--- config.mk ---
export PLATFORM = sky130hd
export DESIGN_NAME = keypad_code_lock
export DESIGN_NICKNAME = d
export VERILOG_FILES = /design/src/kcl_pkg.sv /design/src/kcl_cell.sv /design/src/kcl_csr.sv /design/src/kcl_outq.sv /design/src/keypad_code_lock.sv
export VERILOG_INCLUDE_DIRS = /design/src /design/src/src
export SDC_FILE = /design/constraint.sdc
export NUM_CORES = 1
export LEC_CHECK = 0
export BUFFER_PORTS_ARGS = -buffer_cell sky130_fd_sc_hd__buf_2
export CORE_ASPECT_RATIO = 0.75
export CORE_MARGIN = 10
export CORE_UTILIZATION = 55
export DETAILED_ROUTE_END_ITERATION = 8
export GPL_ROUTABILITY_DRIVEN = 0
export PLACE_DENSITY = 0.76
export SYNTH_ARGS = -nofsm -noshare
export SYNTH_HDL_FRONTEND = slang
export SYNTH_SLANG_ARGS = --single-unit
export TNS_END_PERCENT = 10
--- constraint.sdc ---
create_clock -name clock -period 5.9 [get_ports clock]
set_input_delay 1.475 -clock clock [delete_from_list [all_inputs] [get_ports clock]]
set_output_delay 1.475 -clock clock [all_outputs]
set_load 0.005 [all_outputs]
--- src/keypad_code_lock_assert.svh ---
// assertion macros shared by the keypad lock rtl
// clocked on clock, disabled while reset is high
`ifndef KEYPAD_CODE_LOCK_ASSERT_SVH
`define KEYPAD_CODE_LOCK_ASSERT_SVH

// same-cycle implication
`define KCL_ASSERT_IMPLY(label, ante, cons) \
   label: assert property (@(posedge clock) disable iff (reset) (ante) |-> (cons)) \
      else $error("keypad lock: same-cycle check failed");

// next-cycle implication
`define KCL_ASSERT_NEXT(label, ante, cons) \
   label: assert property (@(posedge clock) disable iff (reset) (ante) |=> (cons)) \
      else $error("keypad lock: next-cycle check failed");

`endif

--- src/kcl_pkg.sv ---
// shared types and constants of the keypad code lock
// no dependencies
`default_nettype none

package kcl_pkg;

   localparam int CSR_ADDR_W = 6;
   localparam int CSR_DATA_W = 64;

   localparam logic [7:0]  KEY_VALIDATE     = 8'd35;   // '#'
   localparam logic [7:0]  FILL_CHAR        = 8'd120;  // 'x'
   localparam logic [5:0]  WRONG_MAX        = 6'd63;
   localparam logic [9:0]  TICKS_PER_SECOND = 10'd1000;
   localparam int          CODE_CHARS       = 8;       // characters held in code_value

   localparam logic [3:0]  RST_CODE_LENGTH   = 4'd4;
   localparam logic [5:0]  RST_MAX_ERRORS    = 6'd3;
   localparam logic [8:0]  RST_LOCKOUT_S     = 9'd30;
   localparam logic [18:0] RST_LOCKOUT_TICKS = 19'd30000;
   localparam logic [15:0] RST_DISPLAY_MS    = 16'd1100;

   typedef enum logic [2:0] {
      REG_CODE_LENGTH  = 3'd0,
      REG_CODE_VALUE   = 3'd1,
      REG_MAX_ERRORS   = 3'd2,
      REG_LOCKOUT_S    = 3'd3,
      REG_DISPLAY_MS   = 3'd4
   } reg_index_type;

   typedef enum logic [1:0] {
      ST_OPEN   = 2'd0,
      ST_CLOSED = 2'd1,
      ST_ERROR  = 2'd2,
      ST_LOCKED = 2'd3
   } status_type;

   typedef enum logic [1:0] {
      EV_NONE    = 2'd0,
      EV_KEY     = 2'd1,
      EV_CORRECT = 2'd2,
      EV_WRONG   = 2'd3
   } event_type;

   typedef enum logic {
      OP_KEY  = 1'b0,
      OP_TICK = 1'b1
   } op_type;

   typedef struct packed {
      logic [3:0]  code_length;
      logic [63:0] code_value;
      logic [5:0]  max_errors;
      logic [18:0] lockout_ticks;
      logic [15:0] error_display_ms;
   } cfg_type;

   typedef struct packed {
      logic       shift;
      logic       fill;
      logic [7:0] key;
   } cell_ctl_type;

   // first member sits in the top bits, so lock_status lands lowest
   typedef struct packed {
      event_type  event_res;
      logic [5:0] error_count;
      status_type lock_status;
   } rsp_item_type;

endpackage

`default_nettype wire

--- src/kcl_cell.sv ---
// one entry position of the keypad lock: holds a character, shifts it
// towards position zero and extends the code match chain; uses kcl_pkg
`default_nettype none

module kcl_cell #(
   parameter int LEN_W = 4,
   parameter int IDX   = 0
) (
   input  wire logic               clock,
   input  wire logic               reset,
   input  wire kcl_pkg::cell_ctl_type ctl,
   input  wire logic [LEN_W-1:0]   eff_len,
   input  wire logic [7:0]         next_char,
   input  wire logic [7:0]         exp_char,
   input  wire logic               ok_in,
   output      logic [7:0]         char_out,
   output      logic               ok_out
);
   import kcl_pkg::*;

   localparam logic [LEN_W-1:0] POS      = LEN_W'(IDX);
   localparam logic [LEN_W-1:0] POS_NEXT = LEN_W'(IDX + 1);

   logic [7:0] char_ff, char_in;
   logic       active;

   assign active = POS < eff_len;

   always_comb begin
      char_in = char_ff;
      if (ctl.fill) begin
         char_in = FILL_CHAR;
      end else if (ctl.shift) begin
         if (POS_NEXT < eff_len) begin
            char_in = next_char;
         end else if (POS_NEXT == eff_len) begin
            char_in = ctl.key;
         end
      end
   end

   always_ff @(posedge clock) begin
      if (reset) begin
         char_ff <= FILL_CHAR;
      end else begin
         char_ff <= char_in;
      end
   end

   // positions past the code length always match
   assign ok_out   = ok_in & (!active | (char_ff == exp_char));
   assign char_out = char_ff;

endmodule

`default_nettype wire

--- src/kcl_csr.sv ---
// register file of the keypad lock behind the csr port
// uses kcl_pkg
`default_nettype none

module kcl_csr (
   input  wire logic                           clock,
   input  wire logic                           reset,
   input  wire logic                           csr_psel,
   input  wire logic                           csr_penable,
   input  wire logic                           csr_pwrite,
   input  wire logic [kcl_pkg::CSR_ADDR_W-1:0] csr_paddr,
   input  wire logic [kcl_pkg::CSR_DATA_W-1:0] csr_pwdata,
   output      logic [kcl_pkg::CSR_DATA_W-1:0] csr_prdata,
   output      logic                           csr_pready,
   output      kcl_pkg::cfg_type               cfg
);
   import kcl_pkg::*;

   logic [3:0]  code_length_ff;
   logic [63:0] code_value_ff;
   logic [5:0]  max_errors_ff;
   logic [8:0]  lockout_s_ff;
   logic [18:0] lockout_ticks_ff;
   logic [15:0] display_ms_ff;
   logic        wr_en;
   reg_index_type idx;

   assign csr_pready = 1'b1;
   assign wr_en      = csr_psel & csr_penable & csr_pwrite & csr_pready;
   assign idx        = reg_index_type'(csr_paddr[CSR_ADDR_W-1:3]);

   always_ff @(posedge clock) begin
      if (reset) begin
         code_length_ff   <= RST_CODE_LENGTH;
         code_value_ff    <= '0;
         max_errors_ff    <= RST_MAX_ERRORS;
         lockout_s_ff     <= RST_LOCKOUT_S;
         lockout_ticks_ff <= RST_LOCKOUT_TICKS;
         display_ms_ff    <= RST_DISPLAY_MS;
      end else if (wr_en) begin
         case (idx)
            REG_CODE_LENGTH: code_length_ff <= csr_pwdata[3:0];
            REG_CODE_VALUE:  code_value_ff  <= csr_pwdata;
            REG_MAX_ERRORS:  max_errors_ff  <= csr_pwdata[5:0];
            REG_LOCKOUT_S: begin
               lockout_s_ff     <= csr_pwdata[8:0];
               // seconds to ticks once, at write time
               lockout_ticks_ff <= 19'(csr_pwdata[8:0]) * 19'(TICKS_PER_SECOND);
            end
            REG_DISPLAY_MS:  display_ms_ff  <= csr_pwdata[15:0];
            default: ;
         endcase
      end
   end

   always_comb begin
      case (idx)
         REG_CODE_LENGTH: csr_prdata = 64'(code_length_ff);
         REG_CODE_VALUE:  csr_prdata = code_value_ff;
         REG_MAX_ERRORS:  csr_prdata = 64'(max_errors_ff);
         REG_LOCKOUT_S:   csr_prdata = 64'(lockout_s_ff);
         REG_DISPLAY_MS:  csr_prdata = 64'(display_ms_ff);
         default:         csr_prdata = '0;
      endcase
   end

   assign cfg.code_length      = code_length_ff;
   assign cfg.code_value       = code_value_ff;
   assign cfg.max_errors       = max_errors_ff;
   assign cfg.lockout_ticks    = lockout_ticks_ff;
   assign cfg.error_display_ms = display_ms_ff;

endmodule

`default_nettype wire

--- src/kcl_outq.sv ---
// two-word result queue: output register plus skid word
// uses kcl_pkg
`default_nettype none

module kcl_outq (
   input  wire logic                  clock,
   input  wire logic                  reset,
   input  wire logic                  push,
   input  wire kcl_pkg::rsp_item_type push_item,
   output      logic                  can_push,
   output      logic                  out_valid,
   input  wire logic                  out_ready,
   output      kcl_pkg::rsp_item_type out_item
);
   import kcl_pkg::*;

   rsp_item_type head_ff, head_in, tail_ff, tail_in;
   logic [1:0]   count_ff, count_in;
   logic         pop;

   assign pop       = out_valid & out_ready;
   assign can_push  = count_ff != 2'd2;
   assign out_valid = count_ff != 2'd0;
   assign out_item  = head_ff;

   always_comb begin
      head_in  = head_ff;
      tail_in  = tail_ff;
      count_in = count_ff;
      unique case (count_ff)
         2'd0: begin
            if (push) begin
               head_in  = push_item;
               count_in = 2'd1;
            end
         end
         2'd1: begin
            if (push && pop) begin
               head_in = push_item;
            end else if (push) begin
               tail_in  = push_item;
               count_in = 2'd2;
            end else if (pop) begin
               count_in = 2'd0;
            end
         end
         2'd2: begin
            if (pop) begin
               head_in  = tail_ff;
               count_in = 2'd1;
            end
         end
         default: count_in = 2'd0;
      endcase
   end

   always_ff @(posedge clock) begin
      if (reset) begin
         count_ff <= 2'd0;
      end else begin
         count_ff <= count_in;
      end
   end

   always_ff @(posedge clock) begin
      head_ff <= head_in;
      tail_ff <= tail_in;
   end

endmodule

`default_nettype wire

--- src/keypad_code_lock.sv ---
// keypad code lock top level: lock control, entry cell row, registers
// depends on kcl_pkg, kcl_cell, kcl_csr, kcl_outq, keypad_code_lock_assert.svh
//
//   channel   dir   handshake              payload
//   req_      in    tvalid/tready          tuser operation, tdata key_char
//   rsp_      out   tvalid/tready          tdata lock_status, error_count, event_res
//   csr_      in    psel/penable/pready    64-bit registers at 8-byte spacing
//
// one word per cycle unless req_tready is low: a word is decided in the cycle it is
// taken and its result is registered in a two-word output queue
// the code compare runs down the row of entry cells, one position each
// req_tready drops only while both queue words are waiting
// reset is synchronous; no clearing pass
`default_nettype none

module keypad_code_lock #(
   parameter int CODE_MAX_LEN = 8
) (
   input  wire logic                           clock,
   input  wire logic                           reset,
   input  wire logic                           req_tvalid,
   output      logic                           req_tready,
   input  wire logic [7:0]                     req_tdata,   // [7:0] key_char
   input  wire logic [0:0]                     req_tuser,   // [0] operation
   output      logic                           rsp_tvalid,
   input  wire logic                           rsp_tready,
   // [1:0] lock_status, [7:2] error_count, [9:8] event_res, rest zero
   output      logic [15:0]                    rsp_tdata,
   input  wire logic                           csr_psel,
   input  wire logic                           csr_penable,
   input  wire logic                           csr_pwrite,
   input  wire logic [kcl_pkg::CSR_ADDR_W-1:0] csr_paddr,
   input  wire logic [kcl_pkg::CSR_DATA_W-1:0] csr_pwdata,
   output      logic [kcl_pkg::CSR_DATA_W-1:0] csr_prdata,
   output      logic                           csr_pready
);
   import kcl_pkg::*;

   localparam int LEN_W = $clog2(CODE_MAX_LEN + 1);

   cfg_type      cfg;
   cell_ctl_type cell_ctl;
   rsp_item_type rsp_item, q_item;

   status_type   status_ff, status_in;
   logic         prior_ff, prior_in;
   logic [5:0]   wrong_ff, wrong_in;
   logic [18:0]  timer_ff, timer_in, timer_inc;
   event_type    ev;

   logic [LEN_W-1:0] eff_len;
   logic [7:0]       cell_char [CODE_MAX_LEN];
   logic [7:0]       exp_char  [CODE_MAX_LEN];
   logic             cell_ok   [CODE_MAX_LEN+1];

   logic accept, is_tick, is_key, is_hash, entry_on, code_ok;
   logic disp_done, lock_done;

   kcl_csr u_csr (
      .clock       (clock),
      .reset       (reset),
      .csr_psel    (csr_psel),
      .csr_penable (csr_penable),
      .csr_pwrite  (csr_pwrite),
      .csr_paddr   (csr_paddr),
      .csr_pwdata  (csr_pwdata),
      .csr_prdata  (csr_prdata),
      .csr_pready  (csr_pready),
      .cfg         (cfg)
   );

   // clamp the code length into 1..CODE_MAX_LEN
   always_comb begin
      if (cfg.code_length == 4'd0) begin
         eff_len = LEN_W'(1);
      end else if (5'(cfg.code_length) > 5'(CODE_MAX_LEN)) begin
         eff_len = LEN_W'(CODE_MAX_LEN);
      end else begin
         eff_len = LEN_W'(cfg.code_length);
      end
   end

   assign cell_ok[CODE_MAX_LEN] = 1'b1;

   for (genvar i = 0; i < CODE_MAX_LEN; i++) begin : g_cell
      logic [7:0] next_char;
      if (i < CODE_CHARS) begin : g_exp
         assign exp_char[i] = cfg.code_value[8*i +: 8];
      end else begin : g_exp_zero
         assign exp_char[i] = 8'd0;
      end
      if (i == CODE_MAX_LEN - 1) begin : g_end
         assign next_char = FILL_CHAR;
      end else begin : g_mid
         assign next_char = cell_char[i+1];
      end
      kcl_cell #(
         .LEN_W (LEN_W),
         .IDX   (i)
      ) u_cell (
         .clock     (clock),
         .reset     (reset),
         .ctl       (cell_ctl),
         .eff_len   (eff_len),
         .next_char (next_char),
         .exp_char  (exp_char[i]),
         .ok_in     (cell_ok[i+1]),
         .char_out  (cell_char[i]),
         .ok_out    (cell_ok[i])
      );
   end

   assign code_ok   = cell_ok[0];
   assign accept    = req_tvalid & req_tready;
   assign is_tick   = req_tuser[0] == OP_TICK;
   assign entry_on  = (status_ff == ST_OPEN) | (status_ff == ST_CLOSED);
   assign is_key    = accept & !is_tick & entry_on;
   assign is_hash   = req_tdata == KEY_VALIDATE;
   assign timer_inc = timer_ff + 19'd1;
   assign disp_done = timer_inc >= 19'(cfg.error_display_ms);
   assign lock_done = timer_inc >= cfg.lockout_ticks;

   // next state
   always_comb begin
      status_in = status_ff;
      prior_in  = prior_ff;
      wrong_in  = wrong_ff;
      timer_in  = timer_ff;
      if (is_key && is_hash) begin
         if (code_ok) begin
            status_in = (status_ff == ST_OPEN) ? ST_CLOSED : ST_OPEN;
            wrong_in  = 6'd0;
         end else begin
            if (wrong_ff != WRONG_MAX) begin
               wrong_in = wrong_ff + 6'd1;
            end
            prior_in  = status_ff[0];
            status_in = ST_ERROR;
            timer_in  = 19'd0;
         end
      end else if (accept && is_tick) begin
         unique case (status_ff)
            ST_ERROR: begin
               timer_in = timer_inc;
               if (disp_done) begin
                  timer_in  = 19'd0;
                  status_in = (wrong_ff >= cfg.max_errors) ? ST_LOCKED
                                                           : status_type'({1'b0, prior_ff});
               end
            end
            ST_LOCKED: begin
               timer_in = timer_inc;
               if (lock_done) begin
                  timer_in  = 19'd0;
                  status_in = status_type'({1'b0, prior_ff});
                  wrong_in  = 6'd0;
               end
            end
            ST_OPEN, ST_CLOSED: ;
         endcase
      end
   end

   // outputs of the control: event code and cell row commands
   always_comb begin
      ev           = EV_NONE;
      cell_ctl.shift = 1'b0;
      cell_ctl.fill  = 1'b0;
      cell_ctl.key   = req_tdata;
      if (is_key) begin
         if (!is_hash) begin
            ev             = EV_KEY;
            cell_ctl.shift = 1'b1;
         end else begin
            ev            = code_ok ? EV_CORRECT : EV_WRONG;
            cell_ctl.fill = 1'b1;
         end
      end
   end

   always_ff @(posedge clock) begin
      if (reset) begin
         status_ff <= ST_CLOSED;
         prior_ff  <= 1'b1;
         wrong_ff  <= 6'd0;
         timer_ff  <= 19'd0;
      end else begin
         status_ff <= status_in;
         prior_ff  <= prior_in;
         wrong_ff  <= wrong_in;
         timer_ff  <= timer_in;
      end
   end

   assign rsp_item.lock_status = status_in;
   assign rsp_item.error_count = wrong_in;
   assign rsp_item.event_res   = ev;

   kcl_outq u_outq (
      .clock     (clock),
      .reset     (reset),
      .push      (accept),
      .push_item (rsp_item),
      .can_push  (req_tready),
      .out_valid (rsp_tvalid),
      .out_ready (rsp_tready),
      .out_item  (q_item)
   );

   assign rsp_tdata = {6'd0, q_item};

`include "keypad_code_lock_assert.svh"

   // timer only moves on a tick
   `KCL_ASSERT_NEXT(a_timer_hold, !(accept && is_tick), timer_ff == $past(timer_ff))
   // a correct code always clears the error count
   `KCL_ASSERT_NEXT(a_ok_clears, is_key && is_hash && code_ok, wrong_ff == 6'd0)
   // after any validation the entry row is refilled
   `KCL_ASSERT_NEXT(a_refill, is_key && is_hash, cell_char[0] == FILL_CHAR)
   // lockout is left only through a tick
   `KCL_ASSERT_NEXT(a_lock_hold, status_ff == ST_LOCKED && !(accept && is_tick),
                    status_ff == ST_LOCKED)

endmodule

`default_nettype wire

==> reports/qor.csv <==
metric,value,unit
final_util,62.9,%
yosysMostFrequentCell,nand2_1,
synth_top_family_by_area,simple AND/OR/NAND/NOR gates,
cp_cell_sequence,"buf_2, fa_1, inv_1, fa_1, inv_1, fa_1, inv_1, fa_1, inv_1, ha_1, nand2_1, o21ai_0, o2111ai_1, nand3_1, o311ai_0, mux2i_1, o31ai_1",
synthArstFlopShare,0,%
hold_viol,0,
status,"complete, no violations",
clock_path_buffers,3,
drive_gt1_share,14.5,%
drv_cap,0,
htreeDepth,1,
critical_path_class,in -> reg,
drcViolationCount,0,
r2r_setup_slack,930,ps
drt_iter0_markers,995,
yosys.area_share.adder,11.4,%
num_rows,49,
synth_area,13200,um2
cts.repair.resized,0,
worst-path-max-fanout,9,
synth_enable_flop_cells,20,
crit_arrival,5590,ps
start_util,55.5,%
cts_root_buf,clkbuf_16,
cp.required,6270,ps
via_per_inst,5.82,
ff2ff_path_depth,13,
ys_seq_area_share,35.9,%
rsz0062_at_grt,false,
design.core.area,23800,um2
synth_simple_gate_area_share,20.2,%
grt_overflow,0,
synth_compound_area_share,16.0,%
syn_avg_cell_area,8.39,um2
grt_start_max_net_pins,65,
slowest_delay,580,ps
yosysWarnings,0,
fmax,191,MHz
fin_nets,1874,
critPathLaunchType,input pin,
yosys.area.top_type,dfxtp_1,
insertion_delay,520,ps
antenna_found_initial,2,
cellPowerDensity,269,nW/um2
synth_top_area_share,31.3,%
min_path_type,reg -> reg,
die_h,154,um
tightest_slew,1260,ps
synthMuxAreaShare,4.95,%
io_buffers,158,
grt_pass1_vias,11084,
ys_types,82,
clkTransAtPathRegs,50,ps
ys_seq_elements,227,
dp.final_hpwl,27700,um
cts_hold_buf,0,
finalCritPeriodShare,88.5,%
slew_headroom,15.6,%
clock-sinks,227,
synth_xor_area_share,5.87,%
clock_skew,11.0,ps
report.final.slew_viol_count,0,
period_needed,5220,ps
postSynthCellCount,1577,
cts_made_buffers,24,
post_cts_buffers,0,
die_x,199,um
holdPathStages,2,
antenna_left,0,
routed-via-count,11688,
ir_worst_vdd,217,uV
endpoint_kind,flop,
crit_path_top_delay_cell,fa_1,
track_usage,23.5,%
dieArea,30700,um2
p_leak,6.70,nW
drt_pass1_iterations,5,
io_pins,169,
cts_tree,yes,
grt_pass1_wl,59300,um
synth.area.top_cells,"dfxtp_1 (31%), nand2_1 (8.4%), ha_1 (7.5%)",
wl,37200,um
finalSetupViolCount,0,
area_delta_synth_final,13.4,%
netlist_top_cells_count,"nand2_1 (297), dfxtp_1 (207), a21oi_1 (136)",
ys.flop_type,dfxtp_1,
wl_per_cell,18.5,um
tns,0,ps
-- through the flow --
step                      power, W  hold slack [ps]  setup slack [ps]  area [um2]  instances
after floorplan            0.00221              432               793       13200       1582
after global placement     0.00238              443               326       14100       1963
after detailed placement   0.00241              445               148       14100       1963
after CTS                  0.00405              453               685       15000       2007
after global routing       0.00422              484               386       15000       2009
final                      0.00403              452               678       15000       2009
-- cells by family after synthesis --
group | count (synthesis)
fa+ha+maj | 105
compound gates | 322
xor+xnor | 87
simple gates | 584
mux | 65
flops | 227
other cells | 2
buf+inv | 185
-- per-layer routing --
metal,GRT usage (%),part of all wire [%],up-vias
met4,6.67,2.4,0
met2,33.8,42,457
li1,-,-,5640
met1,34.3,47,5518
met3,4.94,8.9,73
met5,0,0,-
-- final timing paths --
kind	endpoint	from
max	u_csr.lockout_ticks_ff[17]$_SDFFE_PP0P_	csr_pwdata[0]
min	u_csr.lockout_ticks_ff[16]$_SDFFE_PP0P_	u_csr.lockout_ticks_ff[16]$_SDFFE_PP0P_
min reg2reg	u_csr.lockout_ticks_ff[16]$_SDFFE_PP0P_	u_csr.lockout_ticks_ff[16]$_SDFFE_PP0P_
max reg2reg	u_outq.out_item[4]$_DFFE_PP_	timer_ff[0]$_SDFFE_PP0P_
-- sequential cells by signal, summed over array words and instances, names as in the netlist --
| name | count |
|---|---|
| timer_ff | 19 |
| u_csr.code_value_ff | 64 |
| u_csr.display_ms_ff | 16 |
| u_csr.max_errors_ff | 6 |
| u_csr.lockout_s_ff | 9 |
| u_outq.out_item | 10 |
| wrong_ff | 6 |
| status_ff | 2 |
| u_outq.tail_ff | 10 |
| g_cell.u_cell.char_out | 64 |
| u_outq.count_ff | 2 |
| u_csr.lockout_ticks_ff | 14 |
| u_csr.code_length_ff | 4 |
| prior_ff | 1 |
-- report_power, final --
group          switching, W  leakage, nW  total, W  internal (W)
Combinational      0.000447         4.42  0.000769      0.000322
Sequential        0.0000264         1.86   0.00161       0.00159
Clock              0.000636        0.420   0.00165       0.00102
-- critical path: cells and delay by family --
kind                       cells  cell delay (ps)
buffers and inverters          5              400
muxes                          1              190
and+or+nand+nor                2              160
adders and majority gates      5             2420
AOI/OAI and AO/OA              4              930
-- layout by cell type (no fill, tap or decap), types with 11 or more instances in the layout --
master	Yosys	routed
a211oi_1	21	21
mux2i_1	62	62
nor4_1	20	20
a31oi_1	11	11
edfxtp_1	20	20
o211ai_1	35	35
nand2_1	297	296
fa_1	26	26
xor2_1	76	76
buf_2	13	157
a21oi_1	136	136
nand3_1	20	20
dfxtp_1	207	207
o21ai_0	22	22
nor3_1	17	16
inv_1	88	88
a311oi_1	11	11
buf_4	8	13
nor2_1	107	106
clkbuf_16	0	25
and2_1	52	52
nor2b_1	13	13
ha_1	79	79
-- final cells by class --
cell class                 instances  area [um2]
antenna                            2        5.00
clock buffer                      30         664
clock inverter                    14         198
fill                            2069        8850
inverter                          89         334
multi-input combinational       1170        7760
sequential                       227        4740
tap                              306         383
timing repair buffer             171         903
Power figures use the tool's default switching activity.
